<file path="src/design/iot_ram.sv">
module iot_ram #(
	parameter int WIDTH = 8,
	parameter int DEPTH = 64
) (
	input  logic                     clk,
	input  logic                     we,
	input  logic [$clog2(DEPTH)-1:0] waddr,
	input  logic [WIDTH-1:0]         wdata,
	input  logic [$clog2(DEPTH)-1:0] raddr,
	output logic [WIDTH-1:0]         rdata
);

	logic [WIDTH-1:0] mem [DEPTH];

	// one write port, one registered read port
	always_ff @(posedge clk) begin
		if (we) begin
			mem[waddr] <= wdata;
		end
		rdata <= mem[raddr];
	end

endmodule

</file>
<file path="config.mk">
export PLATFORM = sky130hd
export DESIGN_NAME = iot_ram
export DESIGN_NICKNAME = d
export VERILOG_FILES = /design/src/design/iot_ram.sv
export SDC_FILE = /design/constraint.sdc
export NUM_CORES = 1
export LEC_CHECK = 0
export ABC_AREA = 0
export BUFFER_PORTS_ARGS = -buffer_cell sky130_fd_sc_hd__buf_2
export CORE_ASPECT_RATIO = 1.25
export CORE_UTILIZATION = 52
export DETAILED_ROUTE_END_ITERATION = 8
export MAX_ROUTING_LAYER = met4
export PLACE_DENSITY = 0.69
export REMOVE_ABC_BUFFERS = 1
export SLEW_MARGIN = 20
export SYNTH_ARGS = -nofsm -noshare
export SYNTH_HDL_FRONTEND = slang
export SYNTH_SLANG_ARGS = --single-unit
</file>
<file path="constraint.sdc">
create_clock -name clk -period 3.7 [get_ports clk]
set_input_delay 0 -clock clk [delete_from_list [all_inputs] [get_ports clk]]
set_output_delay 0 -clock clk [all_outputs]
set_load 0.01 [all_outputs]
</file>
==> impl_metrics.json <==
{
  "rsz0062_at_grt": "false",
  "skew_ns": 0.0231,
  "die_x_um": 178,
  "worst_pin_slew_ns": 0.984,
  "dieArea_um2": 39600,
  "dr_total_vias": 9495,
  "fmax_mhz": 468,
  "syn_to_final_growth_pct": 11.3,
  "setup_viol_count_final": 0,
  "num_rows": 80,
  "cp_slowest_cell": "nor2_1",
  "register_area_um2": 15500,
  "cts.sinks": 520,
  "path_cells": "dlygate4sd3_1 > buf_2 > nor2b_1 > nand3_1 > nor2_1",
  "core_um2": 38200,
  "htreeDepth": 2,
  "crit_type": "primary input to register",
  "fin_crit_ns": 2.14,
  "min_path_type": "primary input to register",
  "grt_first_pass_wirelength_um": 64900,
  "hold_viol": 23,
  "numCtsBuffers": 46,
  "path_clk_slew_ns": 0.07,
  "yosys.cell_types.count": 40,
  "arrival_ns": 2.31,
  "synth_area_leaders": "edfxtp_1, mux4_2, nor2_1",
  "setup_tns_ns": 0,
  "drtAntennaViolNets": 0,
  "antenna_found_initial": 0,
  "multi_input_area_um2": 4320,
  "slew-limit-headroom_pct": 34.2,
  "synth_seq_area_share_pct": 77.0,
  "min_period_over_period_pct": 57.7,
  "place.gp.congestion": 0.803,
  "slew_violations": 0,
  "max_stage_delay_ns": 0.93,
  "drv_cap": 0,
  "violations": "negative hold slack",
  "final_layout_size_suffix_gt1_share_pct": 24.9,
  "dr.pass1.iters": 5,
  "grt_max_degree": 70,
  "syn_area_um2": 20200,
  "start_util_pct": 52.7,
  "ctsLongestPathBuffers": 3,
  "synth_edf_count": 512,
  "io_pins": 30,
  "ir_drop_mv": 0.438,
  "clock_latency_ns": 0.57,
  "async_flop_share_pct": 0,
  "final_util_pct": 58.7,
  "num_antenna_cells": 0,
  "grt_use_total_pct": 23.9,
  "synthTopCellsByCount": "edfxtp_1, mux4_2, nor2_1, mux2i_1, nand2_1",
  "die_height_um": 222,
  "synth_top_area_cell": "edfxtp_1",
  "yosysMostFrequentCell": "edfxtp_1",
  "dr.first_iter.drc_count": 1123,
  "root_buffer": "clkbuf_16",
  "pwr_density_cell_nw_per_um2": 543,
  "fill_cells": 2752,
  "postSynthAreaPerCell_um2": 21.5,
  "ys.warnings.count": 0,
  "synth-main-ff-cell": "edfxtp_1",
  "vias_per_cell": 6.25,
  "status": "complete, but fails checks",
  "fin_nets": 1010,
  "gr-total-overflow": 0,
  "critical_path.endpoint_type": "register",
  "port-buffer-count": 29,
  "synth-seq-cells": 520,
  "wl_um": 43600,
  "hpwl_um": 26000,
  "p_leak_nw": 6.96,
  "cts_tree": "built",
  "syn_inst": 940,
  "worstPathMaxFanout": 10,
  "wire_per_inst_um": 28.7,
  "grt_pass1_vias": 9813,
  "cp.required_ns": 3.88,
  "start_kind": "primary input",
  "fin_hold_ws_ns": -0.0359,
  "remaining_drc_errors": 0,
  "synth_top_area_share_pct": 76.2
}
layer usage:
metal / vias up / routed length [um] / part of all wire (%) / GRT usage (%)
met5: - / 0 / 0 / -
met4: 0 / 1250 / 2.9 / 7.50
met3: 80 / 3260 / 7.5 / 3.71
met2: 419 / 21900 / 50 / 37.4
met1: 4979 / 17200 / 39 / 32.6
li1: 4017 / - / - / -
per-stage QoR:
stage | instances | hold WS [ns] | setup WS, ns | total power [W] | area, um2
4_1_cts | 1518 | 0.0240 | 1.60 | 0.0122 | 22400
2_1_floorplan | 889 | 0.0989 | 2.02 | 0.00691 | 19900
3_3_place_gp | 1429 | 0.421 | 1.08 | 0.00725 | 20800
6_report | 1518 | -0.0359 | 1.56 | 0.0122 | 22400
5_1_grt | 1518 | 0.00140 | 1.50 | 0.0125 | 22400
3_5_place_dp | 1429 | 0.417 | 1.10 | 0.00727 | 20800
final timing paths:
kind	to	start	slack, ns	cells after the start
max	mem[37][7]	waddr[1]	1.56	5
min	mem[20][3]	wdata[3]	-0.04	1
max reg2reg	rdata[7]	mem[51][7]	1.59	4
min reg2reg	rdata[6]	mem[26][6]	0.83	3
area by class of cell:
class | count | share of cell area, %
flip-flops and latches | 520 | 69.2
multi-input cells | 369 | 19.2
clock buffers | 59 | 5.63
well taps | 492 | 2.74
repair buffers | 51 | 1.69
clock inverters | 27 | 1.47
worst max-delay path: cells and delay by family:
kind          cells  cell delay (ns)
buf+inv           2             0.71
simple gates      3             1.60
kinds of logic after synthesis:
family / Yosys count / share of synthesized area (%)
simple gates: 153 / 3.39
mux: 162 / 15.9
flops: 520 / 77.0
buf+inv: 51 / 1.57
compound gates: 54 / 2.07
cell usage in the layout, fill, tap and decap left out, types with 3 or more instances in the layout:
master,synthesis,routed
o22ai_1,8,8
buf_4,13,22
nand3b_1,3,3
buf_2,11,22
nand2b_1,7,7
clkbuf_1,17,10
nor2_1,83,83
clkbuf_16,0,49
nand3_1,13,13
o221ai_1,8,8
a22oi_1,3,3
o2bb2ai_1,3,3
clkinv_1,0,10
bufinv_16,0,8
clkinv_2,0,6
edfxtp_1,512,512
a211oi_1,4,4
dlygate4sd3_1,0,3
nor2b_1,14,14
a221oi_1,6,6
buf_12,2,3
o2111ai_1,3,3
mux4_2,126,126
mux2i_1,23,23
mux2_2,13,13
dfxtp_1,8,8
a21oi_1,3,3
clkinvlp_4,0,3
nor3_1,7,7
nand2_1,19,19
sequential cells by signal (all words and copies together) (netlist names):
name	count
mem	512
rdata	8
what timing repair did:
action,CTS,global route
hold buffers,3,0
endpoints found under the hold margin,11,0
setup buffers,0,0
gates resized for setup,0,0
power breakdown:
group / internal (W) / total (W) / switching (W) / leakage, nW
Sequential: 0.00652 / 0.00654 / 0.0000213 / 4.67
Combinational: 0.000226 / 0.000596 / 0.000371 / 1.52
Clock: 0.00297 / 0.00504 / 0.00207 / 0.768
Power figures use the tool's default switching activity.
